--- config.mk ---
export PLATFORM = sky130hd
export DESIGN_NAME = length_prefixed_packet_deframer
export DESIGN_NICKNAME = d
export VERILOG_FILES = /design/src/sv/lppd_pkg.sv /design/src/sv/lppd_front.sv /design/src/sv/lppd_queue.sv /design/src/sv/lppd_back.sv /design/src/sv/length_prefixed_packet_deframer.sv
export SDC_FILE = /design/constraint.sdc
export NUM_CORES = 1
export LEC_CHECK = 0
export BUFFER_PORTS_ARGS = -buffer_cell sky130_fd_sc_hd__buf_2
export CORE_MARGIN = 2
export CORE_UTILIZATION = 65
export CTS_CLUSTER_SIZE = 8
export DETAILED_ROUTE_END_ITERATION = 8
export PLACE_DENSITY = 0.85
export SKIP_CTS_REPAIR_TIMING = 1
export SYNTH_ARGS = -nofsm -noshare
export SYNTH_HDL_FRONTEND = slang
export SYNTH_SLANG_ARGS = --single-unit
--- constraint.sdc ---
create_clock -name clk -period 6.2 [get_ports clk]
set_input_delay 0.62 -clock clk [delete_from_list [all_inputs] [get_ports clk]]
set_output_delay 0.62 -clock clk [all_outputs]
set_load 0.005 [all_outputs]
--- src/sv/lppd_pkg.sv ---
// ----------------------------------------------------------------------------
// lppd_pkg
// Shared types and constants of the length-prefixed packet deframer.
// ----------------------------------------------------------------------------
package lppd_pkg;

	localparam int HEADER_BYTES = 4;
	localparam int QUEUE_DEPTH  = 4;

	localparam logic [1:0] KIND_PAYLOAD  = 2'd0;
	localparam logic [1:0] KIND_EMPTY    = 2'd1;
	localparam logic [1:0] KIND_BAD_SIZE = 2'd2;
	localparam logic [1:0] KIND_BAD_TYPE = 2'd3;

	localparam logic [7:0] CFG_MAX_PACKET_SIZE  = 8'd0;
	localparam logic [7:0] CFG_KNOWN_TYPE_COUNT = 8'd1;

	typedef struct packed {
		logic [1:0]  result_kind;
		logic [15:0] frame_type;
		logic [7:0]  payload_byte;
		logic        last_of_frame;
	} res_t;

	typedef struct packed {
		logic error_latched;
		logic in_payload;
		logic push;
	} front_status_t;

endpackage

--- src/sv/lppd_front.sv ---
// ----------------------------------------------------------------------------
// lppd_front
// Header parser and classifier: assembles the four header bytes, checks size
// and type, tags payload bytes and writes a result to the queue for each payload byte and each empty or rejected frame.
// ----------------------------------------------------------------------------
module lppd_front import lppd_pkg::*; (
	input  logic          clk,
	input  logic          arst_n,
	input  logic          in_valid,
	output logic          in_ready,
	input  logic [7:0]    in_byte,
	input  logic          cfg_valid,
	input  logic [7:0]    cfg_index,
	input  logic [15:0]   cfg_data,
	input  logic          queue_full,
	output res_t          push_data,
	output front_status_t status
);

	localparam logic [1:0] HDR_SIZE_LO = 2'd0;
	localparam logic [1:0] HDR_SIZE_HI = 2'd1;
	localparam logic [1:0] HDR_TYPE_LO = 2'd2;
	localparam logic [1:0] HDR_TYPE_HI = 2'd3;
	localparam logic [15:0] HDR_LEN = 16'(HEADER_BYTES);

	logic [15:0] max_size_q, type_count_q;
	logic [1:0]  hdr_pos_q, hdr_pos_d;
	logic        in_payload_q, in_payload_d;
	logic [7:0]  held_low_q, held_low_d;
	logic [15:0] frame_size_q, frame_size_d;
	logic [15:0] cur_type_q, cur_type_d;
	logic [15:0] remaining_q, remaining_d;
	logic        error_q, error_d;
	logic        accept, push;
	logic [15:0] new_type, rem_dec;

	assign in_ready = !queue_full;
	assign accept   = in_valid && in_ready;
	assign new_type = {in_byte, held_low_q};
	assign rem_dec  = remaining_q - 16'd1;

	always_comb begin
		hdr_pos_d    = hdr_pos_q;
		in_payload_d = in_payload_q;
		held_low_d   = held_low_q;
		frame_size_d = frame_size_q;
		cur_type_d   = cur_type_q;
		remaining_d  = remaining_q;
		error_d      = error_q;
		push         = 1'b0;
		push_data    = '{result_kind: KIND_PAYLOAD, frame_type: cur_type_q,
			payload_byte: 8'd0, last_of_frame: 1'b0};
		if (accept && !error_q) begin
			if (in_payload_q) begin
				remaining_d = rem_dec;
				push = 1'b1;
				push_data.payload_byte  = in_byte;
				push_data.last_of_frame = (rem_dec == 16'd0);
				if (rem_dec == 16'd0) begin
					in_payload_d = 1'b0;
					hdr_pos_d    = HDR_SIZE_LO;
				end
			end else begin
				unique case (hdr_pos_q)
					HDR_SIZE_LO: begin
						held_low_d = in_byte;
						hdr_pos_d  = HDR_SIZE_HI;
					end
					HDR_SIZE_HI: begin
						frame_size_d = {in_byte, held_low_q};
						hdr_pos_d    = HDR_TYPE_LO;
					end
					HDR_TYPE_LO: begin
						held_low_d = in_byte;
						hdr_pos_d  = HDR_TYPE_HI;
					end
					HDR_TYPE_HI: begin
						cur_type_d = new_type;
						hdr_pos_d  = HDR_SIZE_LO;
						push_data.frame_type = new_type;
						// Size is checked before type, so a frame bad in both reports size.
						if (frame_size_q < HDR_LEN || frame_size_q > max_size_q) begin
							error_d = 1'b1;
							push    = 1'b1;
							push_data.result_kind = KIND_BAD_SIZE;
							push_data.frame_type  = frame_size_q;
						end else if (new_type >= type_count_q) begin
							error_d = 1'b1;
							push    = 1'b1;
							push_data.result_kind = KIND_BAD_TYPE;
						end else begin
							remaining_d = frame_size_q - HDR_LEN;
							if (frame_size_q == HDR_LEN) begin
								push = 1'b1;
								push_data.result_kind   = KIND_EMPTY;
								push_data.last_of_frame = 1'b1;
							end else begin
								in_payload_d = 1'b1;
							end
						end
					end
					default: ;
				endcase
			end
		end
	end

	always_ff @(posedge clk or negedge arst_n) begin
		if (!arst_n) begin
			max_size_q   <= 16'hFFFF;
			type_count_q <= 16'd256;
			hdr_pos_q    <= HDR_SIZE_LO;
			in_payload_q <= 1'b0;
			held_low_q   <= 8'd0;
			frame_size_q <= 16'd0;
			cur_type_q   <= 16'd0;
			remaining_q  <= 16'd0;
			error_q      <= 1'b0;
		end else begin
			if (cfg_valid && cfg_index == CFG_MAX_PACKET_SIZE) begin
				max_size_q <= cfg_data;
			end
			if (cfg_valid && cfg_index == CFG_KNOWN_TYPE_COUNT) begin
				type_count_q <= cfg_data;
			end
			hdr_pos_q    <= hdr_pos_d;
			in_payload_q <= in_payload_d;
			held_low_q   <= held_low_d;
			frame_size_q <= frame_size_d;
			cur_type_q   <= cur_type_d;
			remaining_q  <= remaining_d;
			error_q      <= error_d;
		end
	end

	assign status = '{error_latched: error_q, in_payload: in_payload_q, push: push};

endmodule

--- src/sv/lppd_queue.sv ---
// ----------------------------------------------------------------------------
// lppd_queue
// Short first-in first-out queue of results between parser and output stage.
// ----------------------------------------------------------------------------
module lppd_queue import lppd_pkg::*; #(
	parameter int DEPTH = QUEUE_DEPTH
) (
	input  logic clk,
	input  logic arst_n,
	input  logic push,
	input  res_t push_data,
	input  logic pop,
	output res_t pop_data,
	output logic empty,
	output logic full
);

	localparam int PW = (DEPTH > 1) ? $clog2(DEPTH) : 1;
	localparam int CW = $clog2(DEPTH + 1);
	localparam logic [PW-1:0] LAST_PTR = PW'(DEPTH - 1);
	localparam logic [CW-1:0] FULL_CNT = CW'(DEPTH);

	res_t          mem_q [DEPTH];
	logic [PW-1:0] wr_ptr_q, rd_ptr_q;
	logic [CW-1:0] count_q;
	logic          do_push, do_pop;

	assign empty    = (count_q == '0);
	assign full     = (count_q == FULL_CNT);
	assign do_push  = push && !full;
	assign do_pop   = pop && !empty;
	assign pop_data = mem_q[rd_ptr_q];

	always_ff @(posedge clk) begin
		if (do_push) begin
			mem_q[wr_ptr_q] <= push_data;
		end
	end

	always_ff @(posedge clk or negedge arst_n) begin
		if (!arst_n) begin
			wr_ptr_q <= '0;
			rd_ptr_q <= '0;
			count_q  <= '0;
		end else begin
			if (do_push) begin
				wr_ptr_q <= (wr_ptr_q == LAST_PTR) ? '0 : wr_ptr_q + PW'(1);
			end
			if (do_pop) begin
				rd_ptr_q <= (rd_ptr_q == LAST_PTR) ? '0 : rd_ptr_q + PW'(1);
			end
			if (do_push && !do_pop) begin
				count_q <= count_q + CW'(1);
			end else if (do_pop && !do_push) begin
				count_q <= count_q - CW'(1);
			end
		end
	end

endmodule

--- src/sv/lppd_back.sv ---
// ----------------------------------------------------------------------------
// lppd_back
// Output stage: takes results from the queue into a register and presents
// them on the master stream.
// ----------------------------------------------------------------------------
module lppd_back import lppd_pkg::*; (
	input  logic        clk,
	input  logic        arst_n,
	input  logic        q_empty,
	input  res_t        q_data,
	output logic        q_pop,
	output logic        out_valid,
	input  logic        out_ready,
	output logic [23:0] out_data,
	output logic [1:0]  out_user,
	output logic        out_last
);

	logic valid_q;
	res_t res_q;
	logic load;

	// The register refills in the same cycle that the downstream side takes it.
	assign load  = !valid_q || out_ready;
	assign q_pop = load && !q_empty;

	always_ff @(posedge clk or negedge arst_n) begin
		if (!arst_n) begin
			valid_q <= 1'b0;
		end else if (load) begin
			valid_q <= !q_empty;
		end
	end

	always_ff @(posedge clk) begin
		if (q_pop) begin
			res_q <= q_data;
		end
	end

	assign out_valid = valid_q;
	assign out_data  = {res_q.payload_byte, res_q.frame_type};
	assign out_user  = res_q.result_kind;
	assign out_last  = res_q.last_of_frame;

endmodule

--- src/sv/length_prefixed_packet_deframer.sv ---
// ----------------------------------------------------------------------------
// length_prefixed_packet_deframer
// Splits a byte stream into size/type framed packets and forwards payload.
// ----------------------------------------------------------------------------
// Throughput: one byte per cycle; the parser takes a byte whenever the result
// queue has room. A result reaches the master side by way of the queue write
// and then the output register.
// Reset clears parser state, queue and output register; registers return to
// max_packet_size 65535 and known_type_count 256.
module length_prefixed_packet_deframer import lppd_pkg::*; #(
	parameter int DEPTH = QUEUE_DEPTH
) (
	input  logic        clk,
	input  logic        arst_n,
	input  logic        s_axis_tvalid,
	output logic        s_axis_tready,
	input  logic [7:0]  s_axis_tdata,   // [7:0] data_byte
	output logic        m_axis_tvalid,
	input  logic        m_axis_tready,
	output logic [23:0] m_axis_tdata,   // [15:0] frame_type, [23:16] payload_byte
	output logic [1:0]  m_axis_tuser,   // [1:0] result_kind
	output logic        m_axis_tlast,   // last_of_frame
	input  logic        cfg_valid,
	output logic        cfg_ready,
	input  logic [7:0]  cfg_index,
	input  logic [15:0] cfg_data
);

	res_t          push_data, pop_data;
	front_status_t status;
	logic          q_empty, q_full, q_pop;

	assign cfg_ready = 1'b1;

	lppd_front u_front (
		.clk        (clk),
		.arst_n     (arst_n),
		.in_valid   (s_axis_tvalid),
		.in_ready   (s_axis_tready),
		.in_byte    (s_axis_tdata),
		.cfg_valid  (cfg_valid && cfg_ready),
		.cfg_index  (cfg_index),
		.cfg_data   (cfg_data),
		.queue_full (q_full),
		.push_data  (push_data),
		.status     (status)
	);

	lppd_queue #(.DEPTH(DEPTH)) u_queue (
		.clk       (clk),
		.arst_n    (arst_n),
		.push      (status.push),
		.push_data (push_data),
		.pop       (q_pop),
		.pop_data  (pop_data),
		.empty     (q_empty),
		.full      (q_full)
	);

	lppd_back u_back (
		.clk       (clk),
		.arst_n    (arst_n),
		.q_empty   (q_empty),
		.q_data    (pop_data),
		.q_pop     (q_pop),
		.out_valid (m_axis_tvalid),
		.out_ready (m_axis_tready),
		.out_data  (m_axis_tdata),
		.out_user  (m_axis_tuser),
		.out_last  (m_axis_tlast)
	);

	// A result is only written for an accepted request.
	a_push_on_accept: assert property (@(posedge clk) disable iff (!arst_n)
		status.push |-> (s_axis_tvalid && s_axis_tready))
		else $error("result written without an accepted request");

	// Once an error is reported, the parser writes no further results until reset.
	a_error_sticky: assert property (@(posedge clk) disable iff (!arst_n)
		status.error_latched |=> (status.error_latched && !status.push))
		else $error("error latch released or result after error");

	// An error is only raised at a header check, so it never meets a payload run.
	a_error_no_payload: assert property (@(posedge clk) disable iff (!arst_n)
		!(status.error_latched && status.in_payload))
		else $error("payload run active while the error is latched");

	// Error results never carry the frame end marker.
	a_error_not_last: assert property (@(posedge clk) disable iff (!arst_n)
		(m_axis_tvalid && (m_axis_tuser == KIND_BAD_SIZE || m_axis_tuser == KIND_BAD_TYPE))
		|-> !m_axis_tlast)
		else $error("error result marked last");

	// An empty-frame result is always marked last.
	a_empty_last: assert property (@(posedge clk) disable iff (!arst_n)
		(m_axis_tvalid && m_axis_tuser == KIND_EMPTY) |-> m_axis_tlast)
		else $error("empty frame result not marked last");

endmodule
==> qor.csv, run 1 <==
stage,metric,value,unit
grt,antenna_found_initial,0,
routing,drt-initial-drc-count,592,
run_status,status,completed,
setup_path,r2r_end,u_queue.mem_q[2][24],
placed_design,place.gp.congestion,0.911,
routing,dr.pass1.iters,5,
sta,drv_slew,0,
routing,route.detailed.drc,0,
setup_path,setup.worst_path.start,u_front.max_size_q[1],
placed_design,place.port_buffers,65,
cts,cts.sinks,235,
cts,tritoncts,built,
setup_path,critPathArrivalTime,4.20,ns
finish,antennaDiodeCount,0,
sta,fin_crit_sh,66.1,%
yosys,syn-num-nets,873,
cts,cts_buffers,35,
sta,setup_violations,0,
power_and_ir_drop,p_per_area,480,nW/um2
grt,grt_pass1_wl,38300,um
power_and_ir_drop,leakage,4.96,nW
cts,root_buffer,clkbuf_16,
placed_design,post-dp-hpwl,15300,um
setup_path,crit_path_end_kind,flip-flop,
yosys,avgSynthCellArea,13.5,um2
setup_path,critPathKind,flip-flop to flip-flop,
sta,slew_headroom,10.7,%
sta,max_clock_freq,0.244,GHz
routing,antenna_left,0,
grt,first_global_vias,7097,
finish,area_growth,14.4,%
yosys,synth.distinct_cells,62,
placed_design,place_ws,2.15,ns
cts,h-tree-depth,2,
floorplan,dieWidth,132,um
grt,grt_overflow,0,
sta,finalClockSkew,0.0136,ns
routing,viasPerCell,6.16,
power_and_ir_drop,combPwrFrac,26.6,%
grt,grt_use_total,28.6,%
sta,rsz0062_at_grt,false,
cts,clockBufferDepth,3,
setup_path,critical_path.max_fanout,27,
floorplan,die_height,132,um
power_and_ir_drop,intPower,3.95,mW
routing,avgRoutedWirePerCell,21.7,um
setup_path,r2r_cells,9,
power_and_ir_drop,ir_worst_vdd,0.248,mV
yosys,synth_seq_cells,235,
yosys,synth_cells,789,
yosys,ys.flop_type,edfxtp_1,
routing,route.vias.total,6855,
flow_run,maxCapViolations,0,
sta,worst_pin_slew,1.34,ns
floorplan,die_area,17400,um2
yosys,synth_edf_count,135,
power_and_ir_drop,seq_power_share,43.6,%
power_and_ir_drop,switching_share,32.4,%
floorplan,start_util,66.8,%
floorplan,pin_count,67,
grt,grt_start_max_net_pins,54,
setup_path,crit_required,6.30,ns
yosys,ys_seq_area_share,61.8,%
cts,clk_pin_slew,0.05,ns
floorplan,num_rows,46,
min_path,hold_path.class,input pin to asynchronous set/reset pin,
setup_path,rrSetupSlack,2.10,ns
setup_path,regToRegStartpoint,u_front.max_size_q[1],
sta,setup_slack,2.10,ns
finish,layout-drive-gt1-share,24.1,%
setup_path,endpoint,u_queue.mem_q[2][24],
routing,drt_wl_total,24100,um
yosys,synthArstFlopShare,42.6,%
setup_path,start_kind,flip-flop,
finish,fin_nets,954,
sta,tns,0,ns
power_and_ir_drop,clock_power_share,29.8,%
floorplan,core-area,15900,um2
yosys,syn_area,10600,um2
sta,min_period,4.10,ns
yosys,yosys_warnings,0,
power_and_ir_drop,power.switching,1.89,mW
cts,insertion_delay,0.50,ns
sta,hold_violations,0,
-- logic make-up after synthesis --
logic type / synth area share, %
AO/OA/AOI/OAI: 6.82
XOR/XNOR: 1.15
adder cells (fa/ha/maj): 5.60
buffers and inverters: 3.24
flip-flops: 61.8
multiplexers: 12.0
other: 0.0352
AND/OR/NAND/NOR: 9.37
-- cell usage after synthesis, drive strengths merged (2+ instances only) --
cell     instances  area [um2]
edfxtp         135        4050
nand2           90         345
dfrtp           83        2080
o21ai           59         295
inv             51         191
ha              46         576
mux2            43         488
nor2            31         116
mux4            27         608
clkbuf          22        82.6
a21oi           20         104
mux2i           18         180
nor3            18        90.1
dfstp           17         447
and3            15        93.8
nand3           11        55.1
nor4             9        62.6
nand4            8        50.1
buf              7        67.6
o221a            7        78.8
xnor2            7        61.3
xor2             7        61.3
and2             5        31.3
a211oi           3        22.5
a31oi            3        18.8
nand3b           3        22.5
or3              3        18.8
a2111o           2        22.5
a22oi            2        15.0
a311oi           2        17.5
a31o             2        17.5
a32oi            2        17.5
nand2b           2        12.5
nor3b            2        15.0
nor4b            2        17.5
o211ai           2        15.0
o2bb2ai          2        17.5
o31a             2        17.5
or2              2        12.5
or4              2        22.5
-- state kept, by name, summed over array words and instances, names as in the netlist, 2 cells and up --
| signal | count |
|---|---|
| u_front.type_count_q | 16 |
| u_back.out_data | 24 |
| u_back.out_user | 2 |
| u_front.remaining_q | 16 |
| u_front.cur_type_q | 16 |
| u_front.frame_size_q | 16 |
| u_front.max_size_q | 16 |
| u_queue.rd_ptr_q | 2 |
| u_queue.count_q | 3 |
| u_queue.mem_q | 108 |
| u_front.held_low_q | 8 |
| u_queue.wr_ptr_q | 2 |
| u_front.hdr_pos_q | 2 |
-- placed cells by master (no fill, tap or decap), types with 5 or more instances in the layout --
cell type and count:
o221a_2 7, xor2_1 7, dfstp_2 17, buf_2 64
nand3_1 11, mux2i_1 18, edfxtp_1 135, buf_4 9
inv_1 51, nand4_1 8, clkbuf_16 36, xnor2_1 7
and3_1 15, and2_1 5, nand2_1 89, mux4_2 27
ha_1 46, a21oi_1 18, dfrtp_1 83, nor4_1 8
clkbuf_1 24, mux2_2 42, o21ai_0 59, nor3_1 18
nor2_1 31
-- how the worst min path moves through the flow --
stage               slack [ns]             startpoint                       end
CTS                       0.15                 arst_n  u_front.type_count_q[12]
global placement          0.44  u_front.cur_type_q[3]     u_front.cur_type_q[3]
detailed placement        0.45  u_front.cur_type_q[5]     u_front.cur_type_q[5]
global route              0.18                 arst_n  u_front.type_count_q[12]
floorplan                 0.32                 arst_n          u_back.out_valid
finish                    0.13                 arst_n   u_front.type_count_q[0]
-- stage by stage --
step	cells	power (mW)	hold WS (ns)	instance area, um2	utilization, %
6_report	1112	5.84	0.127	12200	76.4
5_1_grt	1112	6.14	0.178	12200	76.4
4_1_cts	1112	5.85	0.150	12200	76.4
3_5_place_dp	1049	4.07	0.446	11200	70.0
3_3_place_gp	1049	3.94	0.438	11200	70.0
2_1_floorplan	789	3.53	0.324	10600	-
-- critical path, cell delays in order, from the launching register on --
cell and delay (ns):
dfstp_2 0.51, inv_1 0.05, ha_1 0.28, nor2b_1 0.17, o211ai_1 0.11, a2111o_1 0.37
a31oi_1 0.59, o41ai_1 0.23, a21oi_2 0.33, and2_1 1.04
-- metal layers --
layer  up-vias  wire length, um  global-route usage [%]
met5         -                0                       0
met4         0              944                    12.2
met3        66             1410                    5.15
met2       286            12100                    47.9
met1      3422             9620                    37.4
li1       3081                -                       -
-- area by class of cell --
type	count	area (um2)
Clock buffer	60	991
Clock inverter	3	32.5
Fill cell	934	3760
Inverter	52	195
Multi-Input combinational cell	473	3720
Sequential cell	235	6580
Tap cell	216	270
Timing Repair Buffer	73	388
-- power groups by stage --
stage	Clock (mW)	Sequential, mW	Combinational [mW]
6_report	1.74	2.54	1.56
5_1_grt	1.84	2.59	1.71
4_1_cts	1.77	2.53	1.55
3_5_place_dp	0	2.55	1.52
3_3_place_gp	0	2.51	1.43
2_1_floorplan	0	2.40	1.12
(Power assumes the default switching activity.)
==> run 2: changes to the inputs <==
CORE_UTILIZATION = 61   (was 65)
PLACE_DENSITY = 0.8   (was 0.85)
clock period = 3.99 ns   (was 6.2 ns; I/O delays follow)
==> run 2 against run 1 <==
  * Sequential share of layout area down 0.33 points
  * Critical path type unchanged
  * Global-route usage shrank 0.74 points
  * Register-to-register slack worse by 1.8 ns
  * Clock power increased by 57%
  * Clock skew up 0.0020 ns
  * Via count increased by 1.5%
  * Largest power group unchanged
  * Power up 57%
  * Cell count up 1.6%
==> qor.csv, run 2 (synthesis gave the netlist of run 1 again) <==
stage,metric,value,unit,change
run_status,status,completed,,
finish,area_growth,15.1,%,
floorplan,dieWidth,136,um,+3.1%
sta,setup_slack,0.328,ns,-1.78 ns
power_and_ir_drop,p_per_area,747,nW/um2,+56%
setup_path,rrSetupSlack,0.33,ns,-1.78 ns
placed_design,place.gp.congestion,0.906,,-0.54%
power_and_ir_drop,intPower,6.15,mW,+56%
power_and_ir_drop,leakage,5.00,nW,+0.83%
routing,antenna_left,0,,unchanged
sta,max_clock_freq,0.273,GHz,+12%
cts,insertion_delay,0.51,ns,about the same
floorplan,start_util,62.0,%,-4.8 points
finish,fin_nets,962,,+0.84%
grt,grt_use_total,27.9,%,-0.74 points
sta,hold_slack,0.0331,ns,-0.0940 ns
power_and_ir_drop,seq_power_share,42.7,%,-0.9 points
setup_path,crit_path_end_kind,flip-flop,,
sta,rsz0062_at_grt,false,,
sta,finalClockSkew,0.0156,ns,+0.00196 ns
power_and_ir_drop,switching_share,32.8,%,+0.36 points
finish,final_area,12300,um2,+0.62%
finish,n_fill_cell,1175,,+26%
routing,dr.pass1.iters,6,,+1
grt,grt_overflow,0,,unchanged
placed_design,place.port_buffers,65,,unchanged
setup_path,crit_required,4.37,ns,-1.93 ns
finish,largest_reg_flops,108,,unchanged
cts,cts.sinks,235,,unchanged
placed_design,place_ws,0.348,ns,-1.81 ns
routing,route.detailed.drc,0,,unchanged
sta,tns,0,ns,unchanged
routing,drt-initial-drc-count,570,,-3.7%
sta,hold_violations,0,,unchanged
cts,h-tree-depth,2,,unchanged
routing,avgRoutedWirePerCell,21.9,um,+0.88%
cts,clk_pin_slew,0.05,ns,about the same
setup_path,start_kind,flip-flop,,
power_and_ir_drop,ir_worst_vdd,0.451,mV,+82%
sta,fin_crit_sh,91.8,%,+26 points
grt,first_global_vias,7078,,-0.27%
grt,grt_start_max_net_pins,73,,+35%
routing,viasPerCell,6.16,,-0.14%
min_path,hold_path.class,input pin to asynchronous set/reset pin,,
cts,root_buffer,clkbuf_16,,
floorplan,pin_count,67,,unchanged
grt,grt_pass1_wl,39000,um,+1.7%
cts,cts_buffers,35,,unchanged
placed_design,place_area,11200,um2,+0.64%
floorplan,num_rows,48,,+4.3%
grt,antenna_found_initial,0,,unchanged
sta,setup_violations,0,,unchanged
finish,antennaDiodeCount,0,,unchanged
cts,tritoncts,built,,
setup_path,critPathKind,flip-flop to flip-flop,,
power_and_ir_drop,clock_power_share,29.8,%,about the same
sta,worst_pin_slew,1.05,ns,-0.288 ns
finish,final_cell_mix,"edfxtp_1, nand2_1, dfrtp_1",,
routing,route.vias.total,6956,,+1.5%
finish,final_common_cell,edfxtp_1,,
floorplan,die_area,18500,um2,+6.4%
finish,seqCellArea,6580,um2,unchanged
sta,drv_slew,0,,unchanged
power_and_ir_drop,total_power,9.16,mW,+57%
cts,clockBufferDepth,3,,unchanged
power_and_ir_drop,power.switching,3.00,mW,+58%
setup_path,critPathArrivalTime,4.04,ns,-0.16 ns
sta,min_period,3.66,ns,-0.434 ns
placed_design,post-dp-hpwl,15600,um,+2.3%
power_and_ir_drop,combPwrFrac,27.5,%,+0.9 points
floorplan,core-area,17200,um2,+7.7%
finish,multiInputGateArea,3720,um2,unchanged
floorplan,die_height,136,um,+3.1%
finish,top_register,u_queue.mem_q,,
flow_run,maxCapViolations,0,,unchanged
routing,drt_wl_total,24700,um,+2.5%
setup_path,critical_path.max_fanout,7,,-74%
finish,layout-drive-gt1-share,24.8,%,+0.64 points
sta,slew_headroom,29.7,%,+19 points
-- run 2: critical path, stage by stage (launching register included) --
cell     delay, ns
dfstp_2       0.51
inv_1         0.05
ha_1          0.31
a41oi_1       0.23
o21ai_0       0.14
a22oi_1       0.18
a31oi_1       0.18
o41ai_1       0.72
a21oi_2       0.23
ha_1          0.26
inv_1         0.08
fa_1          0.40
mux2_2        0.27
-- run 2: final timing paths --
kind                                       start                      end  depth (start not counted)
min in group clk                   m_axis_tready         u_back.out_valid                          2
min reg2reg                u_front.cur_type_q[3]    u_front.cur_type_q[3]                          2
max reg2reg                u_front.max_size_q[7]       u_queue.count_q[1]                         12
min                                       arst_n  u_front.remaining_q[13]                          1
max in group asynchronous                 arst_n   u_front.cur_type_q[11]                          2
max                        u_front.max_size_q[7]       u_queue.count_q[1]                         12
-- run 2: cell type report --
| class | count | share of cell area (%) |
|---|---|---|
| Timing Repair Buffer | 81 | 3.66 |
| Sequential cell | 235 | 53.7 |
| Clock inverter | 3 | 0.265 |
| Clock buffer | 61 | 8.12 |
| Multi-Input combinational cell | 473 | 30.4 |
| Inverter | 52 | 1.59 |
| Tap cell | 225 | 2.30 |
-- run 2: through the flow --
step / instances / utilization (%)
5_1_grt: 1130 / 71.3
2_1_floorplan: 789 / -
3_3_place_gp: 1066 / 65.4
6_report: 1130 / 71.3
4_1_cts: 1130 / 71.3
3_5_place_dp: 1066 / 65.4
-- run 2: power by group through the flow --
stage          combinational, mW  sequential [mW]  clock, mW
6_report                    2.52             3.91       2.73
5_1_grt                     2.78             3.97       2.86
4_1_cts                     2.51             3.89       2.76
3_5_place_dp                2.47             3.90          0
3_3_place_gp                2.34             3.86          0
2_1_floorplan               1.74             3.73          0
-- run 2: layer usage --
metal | global-route usage [%] | wire, um | vias to the layer above
met2 | 45.4 | 12200 | 284
met5 | 0 | 0 | -
met1 | 37.8 | 10200 | 3520
met3 | 4.74 | 1490 | 56
met4 | 11.1 | 846 | 0
li1 | - | - | 3096
